**src/rtl/core/psieve_pkg.sv**
```systemverilog
// Package for the prime sieve engine: field widths, microcode codes and the control store.
`timescale 1ns / 1ps

package psieve_pkg;

    localparam int W_VAL  = 9;
    localparam int W_PC   = 4;
    localparam int W_COND = 4;

    // Step addresses of the microprogram.
    localparam logic [W_PC-1:0] S_IDLE   = 4'd0;
    localparam logic [W_PC-1:0] S_INIT   = 4'd1;
    localparam logic [W_PC-1:0] S_OSTART = 4'd2;
    localparam logic [W_PC-1:0] S_OTEST  = 4'd3;
    localparam logic [W_PC-1:0] S_OCHK   = 4'd4;
    localparam logic [W_PC-1:0] S_MARK   = 4'd5;
    localparam logic [W_PC-1:0] S_ONEXT  = 4'd6;
    localparam logic [W_PC-1:0] S_SSTART = 4'd7;
    localparam logic [W_PC-1:0] S_SREAD  = 4'd8;
    localparam logic [W_PC-1:0] S_SCHK   = 4'd9;
    localparam logic [W_PC-1:0] S_SNEXT  = 4'd10;
    localparam logic [W_PC-1:0] S_FINAL  = 4'd11;

    // Condition selects.
    localparam logic [W_COND-1:0] C_NEVER      = 4'd0;
    localparam logic [W_COND-1:0] C_ALWAYS     = 4'd1;
    localparam logic [W_COND-1:0] C_NO_START   = 4'd2;
    localparam logic [W_COND-1:0] C_I_NE_N     = 4'd3;
    localparam logic [W_COND-1:0] C_SQ_GT_N    = 4'd4;
    localparam logic [W_COND-1:0] C_NOT_MARK   = 4'd5;
    localparam logic [W_COND-1:0] C_JI_LE_N    = 4'd6;
    localparam logic [W_COND-1:0] C_SCAN_STALL = 4'd7;
    localparam logic [W_COND-1:0] C_OUT_BUSY   = 4'd8;

    // Operations on the loop index i.
    localparam logic [1:0] I_KEEP = 2'd0;
    localparam logic [1:0] I_ZERO = 2'd1;
    localparam logic [1:0] I_TWO  = 2'd2;
    localparam logic [1:0] I_INC  = 2'd3;

    // Operations on the multiple pointer j.
    localparam logic [1:0] J_KEEP = 2'd0;
    localparam logic [1:0] J_SQ   = 2'd1;
    localparam logic [1:0] J_ADD  = 2'd2;

    // One control word. A wait step stays put while its condition holds and
    // then goes to the target; any other step jumps when its condition holds.
    typedef struct packed {
        logic [W_COND-1:0] cond;
        logic [W_PC-1:0]   target;
        logic              wait_step;
        logic              idle;
        logic              load_n;
        logic [1:0]        i_op;
        logic [1:0]        j_op;
        logic              mem_we;
        logic              mem_wd;
        logic              addr_j;
        logic              mem_rd;
        logic              clr_have;
        logic              scan;
        logic              emit_last;
    } t_ctrl;

    // Datapath status seen by the sequencer.
    typedef struct packed {
        logic start;
        logic i_ne_n;
        logic sq_gt_n;
        logic marked;
        logic ji_le_n;
        logic have;
        logic out_free;
    } t_flags;

    function automatic t_ctrl f_ucode(input logic [W_PC-1:0] pc);
        t_ctrl w;
        w = '0;
        case (pc)
            S_IDLE: begin
                w.cond = C_NO_START; w.target = S_INIT; w.wait_step = 1'b1;
                w.idle = 1'b1; w.load_n = 1'b1; w.i_op = I_ZERO;
            end
            S_INIT: begin
                w.cond = C_I_NE_N; w.target = S_INIT; w.mem_we = 1'b1;
                w.mem_wd = 1'b1; w.i_op = I_INC;
            end
            S_OSTART: begin
                w.i_op = I_TWO;
            end
            S_OTEST: begin
                w.cond = C_SQ_GT_N; w.target = S_SSTART; w.mem_rd = 1'b1;
            end
            S_OCHK: begin
                w.cond = C_NOT_MARK; w.target = S_ONEXT; w.j_op = J_SQ;
            end
            S_MARK: begin
                w.cond = C_JI_LE_N; w.target = S_MARK; w.mem_we = 1'b1;
                w.addr_j = 1'b1; w.j_op = J_ADD;
            end
            S_ONEXT: begin
                w.cond = C_ALWAYS; w.target = S_OTEST; w.i_op = I_INC;
            end
            S_SSTART: begin
                w.i_op = I_TWO; w.clr_have = 1'b1;
            end
            S_SREAD: begin
                w.mem_rd = 1'b1;
            end
            S_SCHK: begin
                w.cond = C_SCAN_STALL; w.target = S_SNEXT; w.wait_step = 1'b1;
                w.scan = 1'b1;
            end
            S_SNEXT: begin
                w.cond = C_I_NE_N; w.target = S_SREAD; w.i_op = I_INC;
            end
            S_FINAL: begin
                w.cond = C_OUT_BUSY; w.target = S_IDLE; w.wait_step = 1'b1;
                w.emit_last = 1'b1;
            end
            default: begin
                w.cond = C_ALWAYS; w.target = S_IDLE;
            end
        endcase
        return w;
    endfunction

endpackage

```
**src/rtl/core/prime_sieve_engine_unit.sv**
```systemverilog
// Top level of the prime sieve engine: datapath, bitmap memory and stream ports.
// Flow: the block takes the limit, sets the bitmap for entries 0..n, clears the
// multiples of each unmarked outer index, then scans entries 2..n for primes.
// Only one limit is in work at a time, as a new one is taken only in the idle step;
// the pace is set by the single-port bitmap and the three-step read loop of the scan.
// Reset clears the step counter, the held-prime flag and the output valid flag only.
`timescale 1ns / 1ps

module prime_sieve_engine_unit
    import psieve_pkg::*;
#(
    parameter int MAX_N = 256
)(
    input  logic        i_clk,
    input  logic        i_rst_n,
    input  logic        s_axis_tvalid,
    output logic        s_axis_tready,
    input  logic [15:0] s_axis_tdata,  // [8:0] limit, [15:9] zero
    output logic        m_axis_tvalid,
    input  logic        m_axis_tready,
    output logic [15:0] m_axis_tdata,  // [8:0] prime_value, [15:9] zero
    output logic        m_axis_tlast   // last_prime
);

    localparam int              DEPTH = MAX_N + 1;
    localparam int              AW    = $clog2(DEPTH);
    localparam logic [W_VAL-1:0] C_MAX = W_VAL'(MAX_N);
    localparam logic [W_VAL-1:0] C_TWO = W_VAL'(2);

    t_ctrl  w_ctrl;
    logic   w_act;
    t_flags w_flags;

    // Datapath registers.
    logic [W_VAL-1:0] r_n;
    logic [W_VAL-1:0] r_i;
    logic [W_VAL-1:0] r_j;
    logic [W_VAL-1:0] r_pend;
    logic             r_have;
    logic             r_rd;

    // Output register, which lets the scan run on while a word waits.
    logic             r_ov;
    logic [W_VAL-1:0] r_oval;
    logic             r_olast;

    // The bitmap: one bit per candidate value.
    logic             r_mem [DEPTH];

    logic [W_VAL-1:0]   w_lim;
    logic [2*W_VAL-1:0] w_sq;
    logic [W_VAL:0]     w_ji;
    logic [W_VAL-1:0]   w_addr_full;
    logic [AW-1:0]      w_addr;
    logic               w_out_free;
    logic               w_emit_pend;
    logic               w_emit_last;

    psieve_seq u_seq (
        .i_clk   (i_clk),
        .i_rst_n (i_rst_n),
        .i_flags (w_flags),
        .o_ctrl  (w_ctrl),
        .o_act   (w_act)
    );

    // A limit beyond the bitmap is clamped to its top entry.
    assign w_lim = (s_axis_tdata[W_VAL-1:0] > C_MAX) ? C_MAX : s_axis_tdata[W_VAL-1:0];

    assign w_sq        = r_i * r_i;
    assign w_ji        = {1'b0, r_j} + {1'b0, r_i};
    assign w_addr_full = w_ctrl.addr_j ? r_j : r_i;
    assign w_addr      = w_addr_full[AW-1:0];
    assign w_out_free  = !r_ov || m_axis_tready;

    // A prime is held back until the scan knows whether another follows,
    // so that only the largest one goes out flagged as the last.
    assign w_emit_pend = w_act && w_ctrl.scan && r_rd && r_have;
    assign w_emit_last = w_act && w_ctrl.emit_last;

    always_comb begin
        w_flags.start    = s_axis_tvalid && (s_axis_tdata[W_VAL-1:0] >= C_TWO);
        w_flags.i_ne_n   = (r_i != r_n);
        w_flags.sq_gt_n  = (w_sq > {{W_VAL{1'b0}}, r_n});
        w_flags.marked   = r_rd;
        w_flags.ji_le_n  = (w_ji <= {1'b0, r_n});
        w_flags.have     = r_have;
        w_flags.out_free = w_out_free;
    end

    assign s_axis_tready = w_ctrl.idle;

    always_ff @(posedge i_clk) begin
        if (w_act && w_ctrl.mem_we) begin
            r_mem[w_addr] <= w_ctrl.mem_wd;
        end
        if (w_act && w_ctrl.mem_rd) begin
            r_rd <= r_mem[w_addr];
        end
    end

    always_ff @(posedge i_clk) begin
        if (w_act) begin
            if (w_ctrl.load_n) begin
                r_n <= w_lim;
            end
            case (w_ctrl.i_op)
                I_ZERO:  r_i <= '0;
                I_TWO:   r_i <= C_TWO;
                I_INC:   r_i <= r_i + 1'b1;
                default: r_i <= r_i;
            endcase
            case (w_ctrl.j_op)
                J_SQ:    r_j <= w_sq[W_VAL-1:0];
                J_ADD:   r_j <= w_ji[W_VAL-1:0];
                default: r_j <= r_j;
            endcase
            if (w_ctrl.scan && r_rd) begin
                r_pend <= r_i;
            end
        end
    end

    always_ff @(posedge i_clk) begin
        if (!i_rst_n) begin
            r_have <= 1'b0;
        end else if (w_act && w_ctrl.clr_have) begin
            r_have <= 1'b0;
        end else if (w_act && w_ctrl.scan && r_rd) begin
            r_have <= 1'b1;
        end
    end

    always_ff @(posedge i_clk) begin
        if (!i_rst_n) begin
            r_ov <= 1'b0;
        end else if (w_emit_pend || w_emit_last) begin
            r_ov <= 1'b1;
        end else if (m_axis_tready) begin
            r_ov <= 1'b0;
        end
    end

    always_ff @(posedge i_clk) begin
        if (w_emit_pend || w_emit_last) begin
            r_oval  <= r_pend;
            r_olast <= w_emit_last;
        end
    end

    assign m_axis_tvalid = r_ov;
    assign m_axis_tdata  = {{(16 - W_VAL){1'b0}}, r_oval};
    assign m_axis_tlast  = r_olast;

`ifndef NO_ASSERTIONS
    // Every bitmap write stays within the current limit.
    a_wr_in_range: assert property (@(posedge i_clk) disable iff (!i_rst_n)
        (w_act && w_ctrl.mem_we) |-> (w_addr_full <= r_n))
        else $error("bitmap write beyond the limit");

    // A word is only loaded when the output register is free to take it.
    a_no_overrun: assert property (@(posedge i_clk) disable iff (!i_rst_n)
        (w_emit_pend || w_emit_last) |-> w_out_free)
        else $error("output word overwritten before it was taken");

    // The closing word always carries a prime that the scan has found.
    a_last_has_prime: assert property (@(posedge i_clk) disable iff (!i_rst_n)
        w_emit_last |-> (r_have && (r_pend >= C_TWO) && (r_pend <= r_n)))
        else $error("last word without a held prime");

    // Primes leave in strictly ascending order.
    a_ascending: assert property (@(posedge i_clk) disable iff (!i_rst_n)
        w_emit_pend |-> (r_i > r_pend))
        else $error("prime emitted out of order");
`endif

endmodule

```
**src/rtl/core/psieve_seq.sv**
```systemverilog
// Microcode sequencer of the prime sieve engine: step counter, control store and jump logic.
`timescale 1ns / 1ps

module psieve_seq
    import psieve_pkg::*;
(
    input  logic   i_clk,
    input  logic   i_rst_n,
    input  t_flags i_flags,
    output t_ctrl  o_ctrl,
    output logic   o_act
);

    logic [W_PC-1:0] r_pc;
    logic [W_PC-1:0] n_pc;
    t_ctrl           w_ctrl;
    logic            w_cond;

    assign w_ctrl = f_ucode(r_pc);

    always_comb begin
        case (w_ctrl.cond)
            C_NEVER:      w_cond = 1'b0;
            C_ALWAYS:     w_cond = 1'b1;
            C_NO_START:   w_cond = !i_flags.start;
            C_I_NE_N:     w_cond = i_flags.i_ne_n;
            C_SQ_GT_N:    w_cond = i_flags.sq_gt_n;
            C_NOT_MARK:   w_cond = !i_flags.marked;
            C_JI_LE_N:    w_cond = i_flags.ji_le_n;
            C_SCAN_STALL: w_cond = i_flags.marked && i_flags.have && !i_flags.out_free;
            C_OUT_BUSY:   w_cond = !i_flags.out_free;
            default:      w_cond = 1'b0;
        endcase
    end

    always_comb begin
        if (w_ctrl.wait_step) begin
            n_pc = w_cond ? r_pc : w_ctrl.target;
        end else begin
            n_pc = w_cond ? w_ctrl.target : r_pc + 1'b1;
        end
    end

    always_ff @(posedge i_clk) begin
        if (!i_rst_n) begin
            r_pc <= S_IDLE;
        end else begin
            r_pc <= n_pc;
        end
    end

    assign o_ctrl = w_ctrl;
    // A wait step that is still waiting performs none of its actions.
    assign o_act  = !(w_ctrl.wait_step && w_cond);

endmodule

```
**config.mk**
```make
export PLATFORM = sky130hd
export DESIGN_NAME = prime_sieve_engine_unit
export DESIGN_NICKNAME = d
export VERILOG_FILES = /design/src/rtl/core/psieve_pkg.sv /design/src/rtl/core/prime_sieve_engine_unit.sv /design/src/rtl/core/psieve_seq.sv
export SDC_FILE = /design/constraint.sdc
export NUM_CORES = 1
export LEC_CHECK = 0
export BUFFER_PORTS_ARGS = -buffer_cell sky130_fd_sc_hd__buf_2
export CAP_MARGIN = 20
export CORE_MARGIN = 2
export CORE_UTILIZATION = 24
export CTS_CLUSTER_SIZE = 10
export DETAILED_ROUTE_END_ITERATION = 12
export GPL_ROUTABILITY_DRIVEN = 0
export GPL_TIMING_DRIVEN = 0
export PLACE_DENSITY_LB_ADDON = 0.25
export SYNTH_ARGS = -nofsm -noshare
export SYNTH_HDL_FRONTEND = slang
export SYNTH_SLANG_ARGS = --single-unit
```
**constraint.sdc**
```tcl
create_clock -name i_clk -period 13 [get_ports i_clk]
set_input_delay 3.9 -clock i_clk [delete_from_list [all_inputs] [get_ports i_clk]]
set_output_delay 3.9 -clock i_clk [all_outputs]
set_load 0.03 [all_outputs]
```
== After elaboration in Yosys (flattened, before gate mapping) ==
Memories as Yosys holds them, arrays and structs flattened. A register that Yosys moved wholly into a read port is not among the register bits.
Cells that the tools add are included.
W data, S select, Z words.
Operators by class
  add/subtract/negate cells: 3
  $mul: 1
  order comparisons: 4
  equal/unequal tests: 26
  multiplexer cells: 23
  bitwise operators: 2
  reductions and logical operators: 34
Operator list (count)
  $pmux W8 S10: 1
  $eq A4 B3 Y1 const B: 8
  $pmux W9 S3: 1
  $eq A4 B4 Y1 const B: 5
  $gt A18 B9 Y1: 1
  $mul A9 B9 Y18: 1
  $pmux W9 S2: 1
  $eq A4 B2 Y1 const B: 4
  $logic_and A1 B1 Y1: 12
  $mux W1: 12
  $mux W4: 3
  $add A9 B9 Y10: 1
  $le A10 B9 Y1: 1
  $add A9 B1 Y9 const B: 1
  $ge A9 B2 Y1 const B: 1
  $gt A9 B9 Y1 const B: 1
  $mux W9: 1
  $ne A9 B9 Y1: 1
  $reduce_or A3 Y1: 3
  $eq A4 B1 Y1 const B: 2
  $pmux W1 S8: 1
  $reduce_and A2 Y1: 4
  $reduce_or A2 Y1: 4
  $eq A2 B2 Y1 const B: 3
  other kinds (12): 20
Word-level totals
  register bits after elaboration: 52
  RAM bits: 257
  input port bits: 20
  output and inout bits: 19
  memories: 1
Memory list
  r_mem: words 257, bits a word 1, read ports 1, clocked after Yosys merged registers in 1, wr ports 1, line prime_sieve_engine_unit.sv:48  | logic r_mem [DEPTH];

== Longest topological paths before layout ==
  depth after elaboration: 12
  depth in mapped cells: 25

== Cells and area by module ==
From an unflattened synthesis, not the netlist that was laid out.
Second synthesis, totals
  cell total of the unflattened synthesis: 1440
  area total of the unflattened synthesis: 17073.9 um^2
By module, submodules not included
  prime_sieve_engine_unit: times used 1, cells each 1331, area each 16255.6 um^2, seq. area each 9168.8 um^2
  psieve_seq: times used 1, cells each 109, area each 818.3 um^2, seq. area each 80.1 um^2

== Worst setup path after synthesis ==
No wires, ideal clock.
  kind: register to register
  from: reg u_seq.r_pc[2]
  to: mem r_mem[0], data pin
  setup time: 2102 ps
  arrival: 10574 ps
  required time: 10898 ps
  path slack: 323 ps
  stages on the path, launching flop included: 5
  path buffers: 3
  cells stage by stage: dfxtp_1 buf_6 clkbuf_1 clkbuf_1 nor3_1
RTL lines
  start, declared: line psieve_seq.sv:14  | logic [W_PC-1:0] r_pc;
  start signal, assigned: line psieve_seq.sv:48  | r_pc <= n_pc;
  end, declared: line prime_sieve_engine_unit.sv:48

== Worst setup path in the final report ==
  from: reg r_i[0]
  to: reg u_seq.r_pc[1]
On the way
  word-level cells in the longest chain between the ends: 5
Ends and longest elaborated chain
  start, declared: line prime_sieve_engine_unit.sv:36  | logic [W_VAL-1:0] r_i;
  start signal, assigned: line prime_sieve_engine_unit.sv:110  | I_INC: r_i <= r_i + 1'b1;
  start signal, assigned: line prime_sieve_engine_unit.sv:111  | default: r_i <= r_i;
  $mul A9 B9 Y18 or $add A9 B9 Y10 (tied branches): line prime_sieve_engine_unit.sv:70, prime_sieve_engine_unit.sv:71
  $gt A18 B9 Y1 or $le A10 B9 Y1 (tied branches): line prime_sieve_engine_unit.sv:84, prime_sieve_engine_unit.sv:86
  $pmux W1 S8 *: line psieve_seq.sv:22  | case (w_ctrl.cond)
  $mux W4: line psieve_seq.sv:40  | n_pc = w_cond ? w_ctrl.target : r_pc + 1'b1;
  $mux W4: line psieve_seq.sv:37  | if (w_ctrl.wait_step) begin
Every way passes the cells marked *; elsewhere a longest branch is shown, timed or not.
A chain may end at the register's enable or synchronous reset.

==> results.py <==
metrics = {
    "synth": {
        "synthTopCellsByArea": "edfxtp_1, nor2_1, ha_1, fa_1, nand2_1",
        "synth_ff_type": "edfxtp_1",
        "synth_edf_count": 304,
        "postSynthCellCount": 1695,
        "synth_cell_types": 82,
        "avgSynthCellArea_um2": 10.5,
        "synth_top_area_share_pct": 51.1,
        "yosysSeqAreaShare_pct": 51.8,
        "yosys.area.top_type": "edfxtp_1",
        "synth-seq-cells": 310,
        "async_flop_share_pct": 0,
        "yosys_warnings": 0,
        "syn-cell-area_um2": 17900,
    },
    "worst_hold_path": {
        "whs_endpoint": "r_oval[8]$_DFFE_PP_",
        "hp-start": "r_pend[8]$_DFFE_PP_",
        "hp-class": "reg2reg",
        "hold_depth": 0,
    },
    "floorplan": {
        "start_util_pct": 24.1,
        "rows": 100,
        "die_x_um": 277,
        "die_area_um2": 76600,
        "core_um2": 74100,
        "ios": 39,
        "die_h_um": 277,
    },
    "sta": {
        "rsz0062_at_grt": "no",
        "fmax_mhz": 126,
        "hold_violations": 0,
        "drv_slew": 0,
        "tightest_slew_ps": 1010,
        "max-slew-margin-rel_pct": 32.5,
        "layout_min_cycle_time_ps": 7950,
        "setup_tns_ps": 0,
        "timing.final.crit_share_pct": 61.1,
        "skew_ps": 35.9,
        "setup_violations": 0,
    },
    "drt": {
        "routed_wl_um": 59100,
        "dr.pass1.iters": 5,
        "wl_per_cell_um": 21.4,
        "ant_nets": 0,
        "drcViolationCount": 0,
        "drt_iter0_markers": 1571,
        "via_per_inst": 4.92,
        "vias": 13600,
    },
    "cells_and_area": {
        "fin_nets": 1905,
        "antenna_cells": 0,
        "stdcell_count": 2764,
        "drive_gt1_share_pct": 11.0,
        "final_cell_area_um2": 20500,
        "multi_input_area_um2": 7540,
        "area_growth_pct": 15.0,
        "fin_util_pct": 27.7,
        "final-seq-area_um2": 9250,
        "nFillCells": 7811,
    },
    "clock_network": {
        "cts_tree": "done",
        "root_buffer": "clkbuf_16",
        "post_cts_buffers": 0,
        "cts_max_level": 2,
        "clk_pin_slew_ps": 60,
        "clock_latency_ps": 590,
        "cts.repair.resized": 0,
        "hold_buffers": 0,
        "clock-sinks": 310,
        "cts_buffers": 38,
        "clk_path_buf_depth": 3,
    },
    "global_routing": {
        "grt_pass1_vias": 13400,
        "antenna_found_initial": 0,
        "overflow": 0,
        "grt_pass1_wl_um": 87800,
        "grt_max_degree": 21,
        "grtUsageTotal_pct": 15.2,
    },
    "worst_setup_path": {
        "cpMostUsedCell": "inv_1",
        "worst_ep_required_time_ps": 13510,
        "slowest_delay_ps": 650,
        "critical-path-top-delay-family": "adder cells",
        "slowest_stage": "clkbuf_1",
        "start_kind": "flop",
        "arrival_ps": 8450,
        "crit_path_end_kind": "flop",
        "path_class": "reg2reg",
        "rr_startpoint": "r_i[0]$_DFFE_PP_",
        "reg2regPathDepth": 25,
        "reg2reg_to": "u_seq.r_pc[1]$_SDFFE_PN0P_",
        "reg2reg_slack_ps": 5050,
        "critPathMaxFanout": 10,
        "critPathBufInv": 6,
    },
    "run_status": {
        "status": "finished, final reports clean",
    },
    "run": {
        "max_cap_violations": 0,
    },
    "place": {
        "io_buffer_count": 24,
        "place_area_um2": 19400,
        "dpl.hpwl_um": 42400,
        "place_inst": 2710,
    },
}
## cell families (layout without fill, tap and decap cells)
logic type / after synthesis / after routing / share of synthesized area [%]
mux: 69 / 69 / 4.29
simple gates: 688 / 688 / 17.1
flops: 310 / 310 / 51.8
other cells: 1 / 7 / 0.0210
compound gates: 250 / 250 / 10.3
buf+inv: 242 / 336 / 6.23
fa+ha+maj: 103 / 103 / 8.73
xor+xnor: 32 / 32 / 1.57
## how the worst max path moves through the flow
stage	from	endpoint	slack, ps	depth (start not counted)
global route	r_i[0]$_DFFE_PP_	u_seq.r_pc[1]$_SDFFE_PN0P_	4600	25
global placement	u_seq.r_pc[2]$_SDFFE_PN0P_	r_mem[32]$_DFFE_PP_	-8270	4
CTS	r_i[0]$_DFFE_PP_	u_seq.r_pc[1]$_SDFFE_PN0P_	5100	25
detailed placement	r_i[0]$_DFFE_PP_	u_seq.r_pc[1]$_SDFFE_PN0P_	5120	25
finish	r_i[0]$_DFFE_PP_	u_seq.r_pc[1]$_SDFFE_PN0P_	5050	25
floorplan	u_seq.r_pc[2]$_SDFFE_PN0P_	r_mem[0]$_DFFE_PP_	320	4
## Yosys cell counts, types with 15 or more instances
library cell	n
a211oi_1	69
a21oi_1	38
a311oi_1	27
and2_1	20
buf_2	46
clkbuf_1	42
edfxtp_1	304
fa_1	36
ha_1	67
inv_1	124
mux2i_1	51
nand2_1	184
nand3_1	68
nor2_1	314
nor2b_1	21
nor3_1	18
o21ai_0	15
xnor2_1	26
## cells in the final DEF (no fill, tap or decap), types with 26 or more instances in the layout
| cell type | Yosys | final |
|---|---|---|
| nor2_1 | 314 | 314 |
| edfxtp_1 | 304 | 304 |
| nand2_1 | 184 | 184 |
| inv_1 | 124 | 124 |
| buf_2 | 46 | 70 |
| a211oi_1 | 69 | 69 |
| nand3_1 | 68 | 68 |
| ha_1 | 67 | 67 |
| mux2i_1 | 51 | 51 |
| clkbuf_1 | 42 | 49 |
| a21oi_1 | 38 | 38 |
| clkbuf_16 | 0 | 38 |
| fa_1 | 36 | 36 |
| a311oi_1 | 27 | 27 |
| xnor2_1 | 26 | 26 |
## layout make-up
cell class	instances	share of cell area, %
Buffer	115	3.09
Inverter	127	2.32
Clock buffer	46	4.82
Clock inverter	7	0.512
Tap cell	969	5.90
Timing Repair Buffer	41	1.61
Multi-Input combinational cell	1149	36.7
Sequential cell	310	45.0
## worst register-to-register path, delay by kind of cell, from the launching register on
family          cells  cell delay, ps
simple gates        4            1230
xor+xnor            1             200
fa+ha+maj           6            2510
flops               1             490
compound gates      8            1700
buf+inv             6            1750
## stage by stage
stage | hold WS (ps) | setup WS [ps]
global route | 440 | 4600
CTS | 420 | 5100
global placement | 401 | -8270
detailed placement | 408 | 5120
floorplan | 400 | 323
finish | 418 | 5050
## layer usage
metal  vias to the layer above  global-route usage [%]  part of all wire (%)
li1                       6173                       -                     -
met1                      6764                    20.8                    45
met2                       541                    24.3                    46
met3                       109                    2.51                   6.8
met4                         0                    4.85                   3.1
met5                         -                       0                     0
## registers in the layout (all words and copies together), names as in the netlist
signal,cells
m_axis_tlast,1
u_seq.r_pc,4
r_j,9
r_oval,9
r_pend,9
r_i,9
m_axis_tvalid,1
r_mem,257
r_have,1
r_rd,1
r_n,9
Power is left out: the tool's default activity adds up to more than one toggle a clock period on the data nets, which glitch-free logic cannot reach.
